$ cat config.mk
export PLATFORM = sky130hd
export DESIGN_NAME = sensor_confidence_tracker_flat
export DESIGN_NICKNAME = d
export VERILOG_FILES = /design/src/rtl/sct_pkg.sv /design/src/rtl/sct_in_if.sv /design/src/rtl/sct_out_if.sv /design/src/rtl/sct_cfg_regs.sv /design/src/rtl/sct_in_stage.sv /design/src/rtl/sct_track.sv /design/src/rtl/sensor_confidence_tracker.sv /design/src/flat_wrapper.sv
export SDC_FILE = /design/constraint.sdc
export NUM_CORES = 2
export LEC_CHECK = 0
export BUFFER_PORTS_ARGS = -buffer_cell sky130_fd_sc_hd__buf_4
export CAP_MARGIN = 10
export CORE_MARGIN = 1
export CORE_UTILIZATION = 54
export CTS_CLUSTER_DIAMETER = 80
export DETAILED_ROUTE_END_ITERATION = 10
export PLACE_DENSITY_LB_ADDON = 0.05
export SKIP_LAST_GASP = 1
export SYNTH_ARGS = -nofsm -noshare
export SYNTH_HDL_FRONTEND = slang
export SYNTH_SLANG_ARGS = --single-unit
$ cat constraint.sdc
create_clock -name i_clk -period 11.3 [get_ports i_clk]
set_clock_uncertainty 0.2 [all_clocks]
set_input_delay 2.26 -clock i_clk [delete_from_list [all_inputs] [get_ports i_clk]]
set_output_delay 2.26 -clock i_clk [all_outputs]
set_load 0.005 [all_outputs]
$ cat src/rtl/sct_pkg.sv
`timescale 1ns / 1ps
// ---------------------------------------------------------------------------
// sct_pkg: shared types and constants of the sensor confidence tracker
// Holds the item formats, the configuration layout and the fixed codes used
// by the channel interfaces and all modules of the block.
// ---------------------------------------------------------------------------
package sct_pkg;

    // Channel map: 0-2 accelerometer, 3-5 gyroscope, 6 barometer, 7-9 magnetometer.
    localparam int unsigned NUM_CHANNELS = 10;
    localparam int unsigned CH_W         = 4;
    localparam logic [CH_W-1:0] LAST_ACCEL_CH = 4'd2;
    localparam logic [CH_W-1:0] LAST_GYRO_CH  = 4'd5;
    localparam logic [CH_W-1:0] BARO_CHANNEL  = 4'd6;
    localparam logic [CH_W-1:0] LAST_CHANNEL  = 4'd9;
    localparam logic [CH_W-1:0] GPS_SOURCE    = 4'd10;

    // Confidence is Q1.15, so 1.0 is 32768.
    localparam logic [15:0] CONF_ONE  = 16'd32768;
    localparam logic [15:0] CONF_ZERO = 16'd0;

    // Item kinds.
    localparam logic MODE_SAMPLE = 1'b0;
    localparam logic MODE_GPS    = 1'b1;

    // Configuration register indexes.
    typedef enum logic [2:0] {
        CFG_TIMEOUT     = 3'd0,
        CFG_RECOVERY    = 3'd1,
        CFG_PENALTY     = 3'd2,
        CFG_LIMIT_ACCEL = 3'd3,
        CFG_LIMIT_GYRO  = 3'd4,
        CFG_LIMIT_BARO  = 3'd5,
        CFG_LIMIT_MAG   = 3'd6,
        CFG_SEA_LEVEL   = 3'd7
    } t_cfg_idx;

    localparam int unsigned CFG_IDX_W  = 3;
    localparam int unsigned CFG_DATA_W = 32;

    // Reset values of the configuration registers.
    localparam logic [31:0] RST_TIMEOUT     = 32'd100000;
    localparam logic [15:0] RST_RECOVERY    = 16'd328;
    localparam logic [15:0] RST_PENALTY     = 16'd32768;
    localparam logic [30:0] RST_LIMIT_ACCEL = 31'd81920;
    localparam logic [30:0] RST_LIMIT_GYRO  = 31'd20480;
    localparam logic [30:0] RST_LIMIT_BARO  = 31'd2048000;
    localparam logic [30:0] RST_LIMIT_MAG   = 31'd204800;
    localparam logic [30:0] RST_SEA_LEVEL   = 31'd415027200;

    // Configuration as seen by the datapath.
    typedef struct packed {
        logic [31:0] timeout_us;
        logic [15:0] recovery_rate;
        logic [15:0] penalty_factor;
        logic [30:0] spike_limit_accel;
        logic [30:0] spike_limit_gyro;
        logic [30:0] spike_limit_baro;
        logic [30:0] spike_limit_mag;
        logic [30:0] sea_level_default;
    } t_cfg;

    // One input word. Samples are signed Q20.12.
    typedef struct packed {
        logic               mode;
        logic [CH_W-1:0]    channel;
        logic signed [31:0] sample_value;
        logic [31:0]        sensor_stamp;
        logic [31:0]        current_time;
        logic               gps_fix;
    } t_in_item;

    // One result word.
    typedef struct packed {
        logic [CH_W-1:0] source;
        logic [15:0]     confidence;
        logic            timed_out;
        logic            spike;
    } t_out_item;

    // Input register contents handed to the update stage.
    typedef struct packed {
        logic     valid;
        t_in_item item;
    } t_stage;

endpackage

$ cat src/rtl/sct_in_if.sv
`timescale 1ns / 1ps
// ---------------------------------------------------------------------------
// sct_in_if: input word channel
// Valid/ready channel carrying one input word of the tracker.
// ---------------------------------------------------------------------------
interface sct_in_if;
    logic              valid;
    logic              ready;
    sct_pkg::t_in_item data;

    modport source (output valid, output data, input ready);
    modport sink   (input valid, input data, output ready);
endinterface

$ cat src/rtl/sct_out_if.sv
`timescale 1ns / 1ps
// ---------------------------------------------------------------------------
// sct_out_if: result word channel
// Valid/ready channel carrying one result word of the tracker.
// ---------------------------------------------------------------------------
interface sct_out_if;
    logic               valid;
    logic               ready;
    sct_pkg::t_out_item data;

    modport source (output valid, output data, input ready);
    modport sink   (input valid, input data, output ready);
endinterface

$ cat src/rtl/sct_cfg_regs.sv
`timescale 1ns / 1ps
// ---------------------------------------------------------------------------
// sct_cfg_regs: configuration register file
// Write-only registers for timeout, recovery, penalty, spike limits and the
// barometer seed, with their reset values.
// ---------------------------------------------------------------------------
module sct_cfg_regs (
    input  logic                                i_clk,
    input  logic                                i_rst_n,
    input  logic                                i_cfg_we,
    input  logic [sct_pkg::CFG_IDX_W-1:0]       i_cfg_index,
    input  logic [sct_pkg::CFG_DATA_W-1:0]      i_cfg_data,
    output sct_pkg::t_cfg                       o_cfg
);
    import sct_pkg::*;

    t_cfg r_cfg;

    // Decode the index and load the addressed register.
    always_ff @(posedge i_clk) begin
        if (!i_rst_n) begin
            r_cfg.timeout_us        <= RST_TIMEOUT;
            r_cfg.recovery_rate     <= RST_RECOVERY;
            r_cfg.penalty_factor    <= RST_PENALTY;
            r_cfg.spike_limit_accel <= RST_LIMIT_ACCEL;
            r_cfg.spike_limit_gyro  <= RST_LIMIT_GYRO;
            r_cfg.spike_limit_baro  <= RST_LIMIT_BARO;
            r_cfg.spike_limit_mag   <= RST_LIMIT_MAG;
            r_cfg.sea_level_default <= RST_SEA_LEVEL;
        end else if (i_cfg_we) begin
            case (t_cfg_idx'(i_cfg_index))
                CFG_TIMEOUT:     r_cfg.timeout_us        <= i_cfg_data;
                CFG_RECOVERY:    r_cfg.recovery_rate     <= i_cfg_data[15:0];
                CFG_PENALTY:     r_cfg.penalty_factor    <= i_cfg_data[15:0];
                CFG_LIMIT_ACCEL: r_cfg.spike_limit_accel <= i_cfg_data[30:0];
                CFG_LIMIT_GYRO:  r_cfg.spike_limit_gyro  <= i_cfg_data[30:0];
                CFG_LIMIT_BARO:  r_cfg.spike_limit_baro  <= i_cfg_data[30:0];
                CFG_LIMIT_MAG:   r_cfg.spike_limit_mag   <= i_cfg_data[30:0];
                CFG_SEA_LEVEL:   r_cfg.sea_level_default <= i_cfg_data[30:0];
                default: begin
                end
            endcase
        end
    end

    assign o_cfg = r_cfg;

endmodule

$ cat src/rtl/sct_in_stage.sv
`timescale 1ns / 1ps
// ---------------------------------------------------------------------------
// sct_in_stage: input register
// Captures one input word and holds it until the update stage takes it.
// ---------------------------------------------------------------------------
module sct_in_stage (
    input  logic            i_clk,
    input  logic            i_rst_n,
    sct_in_if.sink          i_in,
    input  logic            i_advance,
    output sct_pkg::t_stage o_stage
);
    import sct_pkg::*;

    logic     r_valid;
    logic     n_valid;
    t_in_item r_item;
    logic     accept;

    // The register is free when empty or when its word moves on this cycle.
    assign i_in.ready = !r_valid || i_advance;
    assign accept     = i_in.valid && i_in.ready;

    always_comb begin
        n_valid = r_valid;
        if (accept) begin
            n_valid = 1'b1;
        end else if (i_advance) begin
            n_valid = 1'b0;
        end
    end

    // Occupancy flag.
    always_ff @(posedge i_clk) begin
        if (!i_rst_n) begin
            r_valid <= 1'b0;
        end else begin
            r_valid <= n_valid;
        end
    end

    // Word register.
    always_ff @(posedge i_clk) begin
        if (accept) begin
            r_item <= i_in.data;
        end
    end

    assign o_stage.valid = r_valid;
    assign o_stage.item  = r_item;

endmodule

$ cat src/rtl/sct_track.sv
`timescale 1ns / 1ps
// ---------------------------------------------------------------------------
// sct_track: confidence update stage
// Holds the per-channel and GPS state, works out the new confidence for the
// word in the input register and loads the result register.
// ---------------------------------------------------------------------------
module sct_track (
    input  logic            i_clk,
    input  logic            i_rst_n,
    input  sct_pkg::t_cfg   i_cfg,
    input  sct_pkg::t_stage i_stage,
    output logic            o_advance,
    sct_out_if.source       o_out
);
    import sct_pkg::*;

    // Channel state.
    logic [31:0]             r_last   [NUM_CHANNELS];
    logic [NUM_CHANNELS-1:0] r_seeded;
    logic [15:0]             r_conf   [NUM_CHANNELS];
    logic [15:0]             r_gps_conf;

    // Result register.
    logic      r_out_valid;
    logic      n_out_valid;
    t_out_item r_out;
    t_out_item n_out;

    t_in_item                item;
    logic                    is_gps;
    logic                    in_range;
    logic [CH_W-1:0]         ch_idx;
    logic                    produce;

    logic [31:0]             age;
    logic                    age_over;
    logic                    ch_stale;
    logic                    gps_stale;

    logic [31:0]             seed_value;
    logic [31:0]             last_eff;
    logic [15:0]             conf_old;
    logic [30:0]             limit;
    logic signed [32:0]      diff;
    logic [32:0]             jump;
    logic                    is_spike;

    logic [31:0]             pen_prod;
    logic [15:0]             conf_pen;
    logic [16:0]             ch_sum;
    logic [15:0]             ch_rec;
    logic [16:0]             gps_sum;
    logic [15:0]             gps_rec;

    logic [15:0]             n_conf;
    logic [31:0]             n_last;

    assign item     = i_stage.item;
    assign is_gps   = (item.mode == MODE_GPS);
    assign in_range = (item.channel <= LAST_CHANNEL);
    assign ch_idx   = in_range ? item.channel : {CH_W{1'b0}};
    assign produce  = is_gps || in_range;

    // The stage moves when its word is present and the result slot is free.
    assign o_advance = i_stage.valid && (!r_out_valid || o_out.ready);

    // Age checks: the channel test does not wrap, the GPS test does.
    assign age       = item.current_time - item.sensor_stamp;
    assign age_over  = (age > i_cfg.timeout_us);
    assign ch_stale  = (item.current_time > item.sensor_stamp) && age_over;
    assign gps_stale = age_over || !item.gps_fix;

    // First sample seeds the last value; a barometer seed must be positive.
    always_comb begin
        seed_value = item.sample_value;
        if (ch_idx == BARO_CHANNEL && !(item.sample_value > 32'sd0)) begin
            seed_value = {1'b0, i_cfg.sea_level_default};
        end
    end

    assign last_eff = r_seeded[ch_idx] ? r_last[ch_idx] : seed_value;
    assign conf_old = r_conf[ch_idx];

    // Spike limit of the channel's sensor group.
    always_comb begin
        case (ch_idx) inside
            [4'd0:LAST_ACCEL_CH]:          limit = i_cfg.spike_limit_accel;
            [LAST_ACCEL_CH+4'd1:LAST_GYRO_CH]: limit = i_cfg.spike_limit_gyro;
            BARO_CHANNEL:                  limit = i_cfg.spike_limit_baro;
            default:                       limit = i_cfg.spike_limit_mag;
        endcase
    end

    // Exact jump magnitude, one bit wider than the samples.
    assign diff     = {item.sample_value[31], item.sample_value}
                    - $signed({last_eff[31], last_eff});
    assign jump     = diff[32] ? 33'(-diff) : 33'(diff);
    assign is_spike = (jump > {2'b00, limit});

    // Penalty scaling, truncated.
    assign pen_prod = {16'd0, conf_old} * {16'd0, i_cfg.penalty_factor};
    assign conf_pen = pen_prod[31:16];

    // Recovery with saturation at 1.0.
    assign ch_sum  = {1'b0, conf_old} + {1'b0, i_cfg.recovery_rate};
    assign ch_rec  = (ch_sum > {1'b0, CONF_ONE}) ? CONF_ONE : ch_sum[15:0];
    assign gps_sum = {1'b0, r_gps_conf} + {1'b0, i_cfg.recovery_rate};
    assign gps_rec = (gps_sum > {1'b0, CONF_ONE}) ? CONF_ONE : gps_sum[15:0];

    // Select the new channel confidence and last value.
    always_comb begin
        n_last = last_eff;
        if (ch_stale) begin
            n_conf = CONF_ZERO;
        end else if (is_spike) begin
            n_conf = conf_pen;
        end else begin
            n_conf = ch_rec;
            n_last = item.sample_value;
        end
    end

    // Next result word.
    always_comb begin
        if (is_gps) begin
            n_out.source     = GPS_SOURCE;
            n_out.confidence = gps_stale ? CONF_ZERO : gps_rec;
            n_out.timed_out  = gps_stale;
            n_out.spike      = 1'b0;
        end else begin
            n_out.source     = item.channel;
            n_out.confidence = n_conf;
            n_out.timed_out  = ch_stale;
            n_out.spike      = !ch_stale && is_spike;
        end
    end

    always_comb begin
        n_out_valid = r_out_valid;
        if (o_advance) begin
            n_out_valid = produce;
        end else if (o_out.ready) begin
            n_out_valid = 1'b0;
        end
    end

    // Control state: result valid, seeded flags and confidences.
    always_ff @(posedge i_clk) begin
        if (!i_rst_n) begin
            r_out_valid <= 1'b0;
            r_seeded    <= '0;
            r_gps_conf  <= CONF_ZERO;
            for (int i = 0; i < NUM_CHANNELS; i++) begin
                r_conf[i] <= CONF_ZERO;
            end
        end else begin
            r_out_valid <= n_out_valid;
            if (o_advance) begin
                if (is_gps) begin
                    r_gps_conf <= n_out.confidence;
                end else if (in_range) begin
                    r_seeded[ch_idx] <= 1'b1;
                    r_conf[ch_idx]   <= n_conf;
                end
            end
        end
    end

    // Payload registers: last values and the result word.
    always_ff @(posedge i_clk) begin
        if (o_advance && !is_gps && in_range) begin
            r_last[ch_idx] <= n_last;
        end
        if (o_advance && produce) begin
            r_out <= n_out;
        end
    end

    assign o_out.valid = r_out_valid;
    assign o_out.data  = r_out;

endmodule

$ cat src/rtl/sensor_confidence_tracker.sv
`timescale 1ns / 1ps
// ---------------------------------------------------------------------------
// sensor_confidence_tracker: per-channel sensor confidence scoring
// Scores ten sensor channels and one GPS source from timestamps, sample
// jumps and fix status, one result word per accepted GPS word or channel 0-9 sample.
// ---------------------------------------------------------------------------
//  Port      Dir  Handshake           Word
//  i_in      in   valid/ready         mode, channel, sample, times, gps fix
//  o_out     out  valid/ready         source, confidence, timed_out, spike
//  i_cfg_*   in   write enable only   register index and 32-bit data
//
//  An accepted word moves from the input register through the update stage
//  into the result register; while the result is not stalled, one word is
//  accepted every cycle, set by the single update stage between the input
//  register and the result register. A sample with channel above 9 gives no
//  result. Reset is synchronous and clears all confidences and seed flags at
//  once. A stalled result holds the stage; the input register still takes a
//  word whenever it is empty.
// ---------------------------------------------------------------------------
module sensor_confidence_tracker (
    input  logic                           i_clk,
    input  logic                           i_rst_n,
    sct_in_if.sink                         i_in,
    sct_out_if.source                      o_out,
    input  logic                           i_cfg_we,
    input  logic [sct_pkg::CFG_IDX_W-1:0]  i_cfg_index,
    input  logic [sct_pkg::CFG_DATA_W-1:0] i_cfg_data
);
    import sct_pkg::*;

    t_cfg   cfg;
    t_stage stage;
    logic   advance;

    // Configuration registers.
    sct_cfg_regs u_cfg (
        .i_clk       (i_clk),
        .i_rst_n     (i_rst_n),
        .i_cfg_we    (i_cfg_we),
        .i_cfg_index (i_cfg_index),
        .i_cfg_data  (i_cfg_data),
        .o_cfg       (cfg)
    );

    // Input register.
    sct_in_stage u_in (
        .i_clk     (i_clk),
        .i_rst_n   (i_rst_n),
        .i_in      (i_in),
        .i_advance (advance),
        .o_stage   (stage)
    );

    // Update stage and result register.
    sct_track u_track (
        .i_clk     (i_clk),
        .i_rst_n   (i_rst_n),
        .i_cfg     (cfg),
        .i_stage   (stage),
        .o_advance (advance),
        .o_out     (o_out)
    );

`ifndef ASSERT_OFF
    // Confidence never goes above 1.0.
    a_conf_max: assert property (@(posedge i_clk) disable iff (!i_rst_n)
        o_out.valid |-> (o_out.data.confidence <= CONF_ONE))
        else $error("confidence above 1.0");

    // A timed-out word always reports zero confidence.
    a_stale_zero: assert property (@(posedge i_clk) disable iff (!i_rst_n)
        (o_out.valid && o_out.data.timed_out) |-> (o_out.data.confidence == CONF_ZERO))
        else $error("timed-out word with nonzero confidence");

    // A spike is never reported together with a timeout, nor for GPS.
    a_spike_excl: assert property (@(posedge i_clk) disable iff (!i_rst_n)
        (o_out.valid && o_out.data.spike) |->
            (!o_out.data.timed_out && o_out.data.source != GPS_SOURCE))
        else $error("spike flag on stale or GPS word");

    // The input register never advances while the result slot is blocked.
    a_no_overrun: assert property (@(posedge i_clk) disable iff (!i_rst_n)
        (o_out.valid && !o_out.ready) |-> !advance)
        else $error("update stage advanced into a stalled result");
`endif

endmodule
$ cat src/flat_wrapper.sv
// flat-port wrapper written by rule: the top's interface ports become plain ports
module sensor_confidence_tracker_flat import sct_pkg::*;
  (i_clk, i_rst_n, i_cfg_we, i_cfg_index, i_cfg_data, i_in_valid, i_in_data, i_in_ready, o_out_valid, o_out_data, o_out_ready);
  sct_in_if i_in_i ();
  sct_out_if o_out_i ();
  input  logic i_clk;
  input  logic i_rst_n;
  input  logic i_cfg_we;
  input  logic [sct_pkg::CFG_IDX_W-1:0] i_cfg_index;
  input  logic [sct_pkg::CFG_DATA_W-1:0] i_cfg_data;
  input wire logic [$bits(i_in_i.valid)-1:0] i_in_valid;
  input wire logic [$bits(i_in_i.data)-1:0] i_in_data;
  output wire logic [$bits(i_in_i.ready)-1:0] i_in_ready;
  output wire logic [$bits(o_out_i.valid)-1:0] o_out_valid;
  output wire logic [$bits(o_out_i.data)-1:0] o_out_data;
  input wire logic [$bits(o_out_i.ready)-1:0] o_out_ready;
  assign i_in_i.valid = i_in_valid;
  assign i_in_i.data = i_in_data;
  assign i_in_ready = i_in_i.ready;
  assign o_out_valid = o_out_i.valid;
  assign o_out_data = o_out_i.data;
  assign o_out_i.ready = o_out_ready;
  sensor_confidence_tracker u_core (.i_clk(i_clk), .i_rst_n(i_rst_n), .i_in(i_in_i), .o_out(o_out_i), .i_cfg_we(i_cfg_we), .i_cfg_index(i_cfg_index), .i_cfg_data(i_cfg_data));
endmodule
==> out/results.tsv <==
stage	metric	value	unit
run_status	run status	finished clean	
synthesis	unique cell type count in the Yosys netlist	92	
setup_path	CP Capture Type	register	
pwr	Power Density	165	nW/um^2
timing	post-layout min period	10440	ps
timing	FMAX	0.0958	GHz
final_layout	most frequent cells in the layout	nand2_1, edfxtp_1, inv_1	
global_routing	vias in the first global route	35800	
floorplanning	Core ar.	90400	sq um
placed_design	Port Buf Inserts	165	
clock_tree	clk sinks	851	
clock_tree	Worst-path clk slew	60	ps
timing	pins over their slew limit	0	
setup_path	reg2reg path depth	36	
synthesis	Post-synth EDFFs	604	
clock_tree	H-tree levels	3	
clock_tree	clock latency on the worst-skew pair	680	ps
clock_tree	root buf cell	clkbuf_16	
final_layout	Diodes inserted	0	
timing	Slew headroom	26.8	%
floorplanning	I/O pin count	166	
setup_path	Crit Path Category	register to register	
setup_path	Crit. Startpoint	u_core.u_in.o_stage[97]$_DFFE_PP_	
setup_path	most used cell, CP	a21oi_1	
floorplanning	num rows	110	
clock_tree	CTS resizes	0	
detailed_routing	initial DRC count	3374	
setup_path	worst path arrival time	10590	ps
timing	Final TNS setup	0	ps
setup_path	CP endpoint	u_core.u_track.r_last[1][18]$_DFFE_PP_	
clock_tree	CTS Buf Count	90	
final_layout	area grow syn2layout	11.4	%
placed_design	Area after DPL	52200	sq um
setup_path	Crit path required time	11460	ps
detailed_routing	Routed WL	141000	microns
synthesis	Netlist Area Pre-Place	49600	sq um
timing	RSZ-0062 raised after global routing	false	
detailed_routing	via/cell ratio	5.96	
global_routing	initial antenna violation count	1	
detailed_routing	post-route ant nets	0	
clock_tree	CTS Hold Bufs	0	
detailed_routing	DR pass1 iterations	8	
detailed_routing	via count	36500	
final_layout	Fillers	7574	
floorplanning	Die X	305	microns
final_layout	Final Core Density	61.1	%
setup_path	Reg-to-Reg End	u_core.u_track.r_last[1][18]$_DFFE_PP_	
synthesis	Mapped Cells	4812	
floorplanning	initial core utilization	54.8	%
global_routing	largest net degree at the start of global routing	133	
final_layout	Finished Cell Area	55200	sq um
setup_path	Max Fanout on Critical Path	50	
global_routing	remaining global-route overflow	0	
synthesis	synthesized area per cell	10.3	sq um
placed_design	hpwl dp	94400	microns
setup_path	peak per-stage delay on the critical path	900	ps
global_routing	Global Route Usage Sum	30.3	%
detailed_routing	wire per inst	22.9	microns
detailed_routing	residual DRC count	0	
final_layout	share of layout cells above drive strength 1	11.5	%
synthesis	async set-reset flop share out of synthesis	0	%
timing	period utilization	92.4	%
pwr	Leak Pwr	0.0220	uW
synthesis	synthesized flop and latch total	851	
run	max_cap viols	0	
floorplanning	die area	93000	sq um
timing	final setup fails	0	
clock_tree	Setup Buffers After CTS	0	
global_routing	first-pass GRT wire length	215000	microns
floorplanning	DIE HEIGHT	305	microns
timing	Final Hold Vio Count	0	
final_layout	NumNets Final	5477	
setup_path	R2R setup slack	860	ps
min_path	Min-Delay Path Class	register to register	
final_layout	leading cell type in the layout, fill and taps excluded	nand2_1	
setup_path	Worst setup SP type	register	
timing	worst slew pin tran	1100	ps
setup_path	Critical R2R Launch	u_core.u_in.o_stage[97]$_DFFE_PP_	
pwr	Max VDD drop	159	uV
clock_tree	CTS tree	done	
synthesis	syn nets	5413	
synthesis	Top FF cell, synth	edfxtp_1	
synthesis	sequential share of the synthesized area	46.6	%
clock_tree	Clock Tree Buf Depth	3	
setup_path	CP max-delay cell	and2_2	
synthesis	YS warnings	0	
placed_design	GP Congestion	0.942	
-- Yosys cell counts, types with 8 or more instances --
library cell / instances / area share [%]
a211oi_1: 17 / 0.26
a21boi_0: 192 / 2.9
a21o_1: 58 / 0.88
a21oi_1: 166 / 1.7
a221oi_1: 21 / 0.37
a222oi_1: 58 / 1.2
a311oi_1: 31 / 0.55
a31oi_1: 21 / 0.27
and2_1: 102 / 1.3
and3_1: 18 / 0.23
buf_1: 27 / 0.20
buf_2: 9 / 0.091
clkbuf_1: 223 / 1.7
clkbuf_2: 14 / 0.14
dfxtp_1: 247 / 10
edfxtp_1: 604 / 37
fa_1: 197 / 8.0
ha_1: 262 / 6.6
inv_1: 386 / 2.9
mux2_2: 68 / 1.5
mux2i_1: 105 / 2.1
nand2_1: 830 / 6.3
nand2b_1: 28 / 0.35
nand3_1: 82 / 0.83
nand4_1: 35 / 0.44
nor2_1: 359 / 2.7
nor2b_1: 23 / 0.29
nor3_1: 47 / 0.47
nor4_1: 12 / 0.15
o211a_1: 16 / 0.32
o211ai_1: 21 / 0.32
o21a_1: 36 / 0.55
o21ai_0: 107 / 1.1
o21ai_1: 10 / 0.10
o21bai_1: 11 / 0.17
o221ai_1: 37 / 0.65
o221ai_2: 8 / 0.24
o22ai_1: 34 / 0.43
o31ai_1: 46 / 0.70
or2_2: 12 / 0.15
or3_1: 11 / 0.14
xnor2_1: 64 / 1.1
xor2_1: 50 / 0.88
-- critical path, delay by kind of cell (launching register included) --
kind                       cells  cell delay [ps]
xor gates and xnor gates       1              160
buffers and inverters          5              970
adders and majority gates      2              710
AOI/OAI and AO/OA             16             3370
muxes                          1              770
DFF                            1              690
and+or+nand+nor               11             3170
-- power breakdown --
part	leakage (uW)	switching [uW]	internal (uW)
clock network	0.00151	1290	1780
registers	0.00774	52.4	3600
logic	0.0127	1540	836
-- logic make-up after synthesis --
family	synth area share, %
muxes	4.03
AOI/OAI and AO/OA	13.7
and+or+nand+nor	13.9
xor gates and xnor gates	2.01
buffers and inverters	5.22
adders and majority gates	14.6
DFF	46.6
-- stage by stage --
stage	setup WS, ps	power, uW	hold WS [ps]	cells
floorplan	2470	5320	240	4812
global placement	1260	6040	248	5960
detailed placement	1060	6070	254	5960
CTS	974	9120	268	6129
global route	70.8	9480	275	6129
finish	864	9090	264	6129
-- flip-flops by register name (all words and copies together) (netlist names) --
register,flops
u_core.u_track.o_out.valid,1
u_core.u_track.r_gps_conf,16
u_core.u_in.r_valid,1
u_core.u_in.o_stage,102
u_core.u_track.r_last,320
u_core.u_cfg.o_cfg,219
u_core.u_track.r_conf,160
u_core.u_track.r_seeded,10
u_core.u_track.o_out.data,22
-- final cells by class --
| class | count | area, sq um | share of cell area (%) |
|---|---|---|---|
| Timing Repair Buffer | 254 | 1940 | 3.50 |
| Tap cell | 1176 | 1470 | 2.66 |
| Inverter | 387 | 1450 | 2.63 |
| Sequential cell | 851 | 23100 | 41.8 |
| Clock buffer | 118 | 2530 | 4.59 |
| Clock inverter | 51 | 536 | 0.970 |
| Multi-Input combinational cell | 3292 | 24200 | 43.9 |
-- worst min-delay path by stage --
stage | from | slack, ps | to | depth (start not counted)
3_5_place_dp | u_core.u_track.r_seeded[7]$_SDFFE_PN0P_ | 250 | u_core.u_track.r_seeded[7]$_SDFFE_PN0P_ | 1
3_3_place_gp | u_core.u_track.r_seeded[8]$_SDFFE_PN0P_ | 250 | u_core.u_track.r_seeded[8]$_SDFFE_PN0P_ | 1
6_report | u_core.u_track.r_seeded[7]$_SDFFE_PN0P_ | 260 | u_core.u_track.r_seeded[7]$_SDFFE_PN0P_ | 1
2_1_floorplan | u_core.u_cfg.o_cfg[12]$_SDFFE_PN1P_ | 240 | u_core.u_cfg.o_cfg[12]$_SDFFE_PN1P_ | 2
5_1_grt | u_core.u_track.r_seeded[7]$_SDFFE_PN0P_ | 280 | u_core.u_track.r_seeded[7]$_SDFFE_PN0P_ | 1
4_1_cts | u_core.u_cfg.o_cfg[148]$_SDFFE_PN0P_ | 270 | u_core.u_cfg.o_cfg[148]$_SDFFE_PN0P_ | 2
-- metal layers --
layer | share of wire, % | routed length, microns | GRT usage [%] | up-vias
met5 | 0 | 0 | 0 | -
met4 | 3.2 | 4530 | 10.2 | 0
met3 | 7.2 | 10100 | 3.86 | 232
met2 | 47 | 65800 | 49.5 | 1388
met1 | 43 | 60200 | 41.8 | 17900
li1 | - | - | - | 17000
Note: power is estimated with default switching activity, not from simulation.
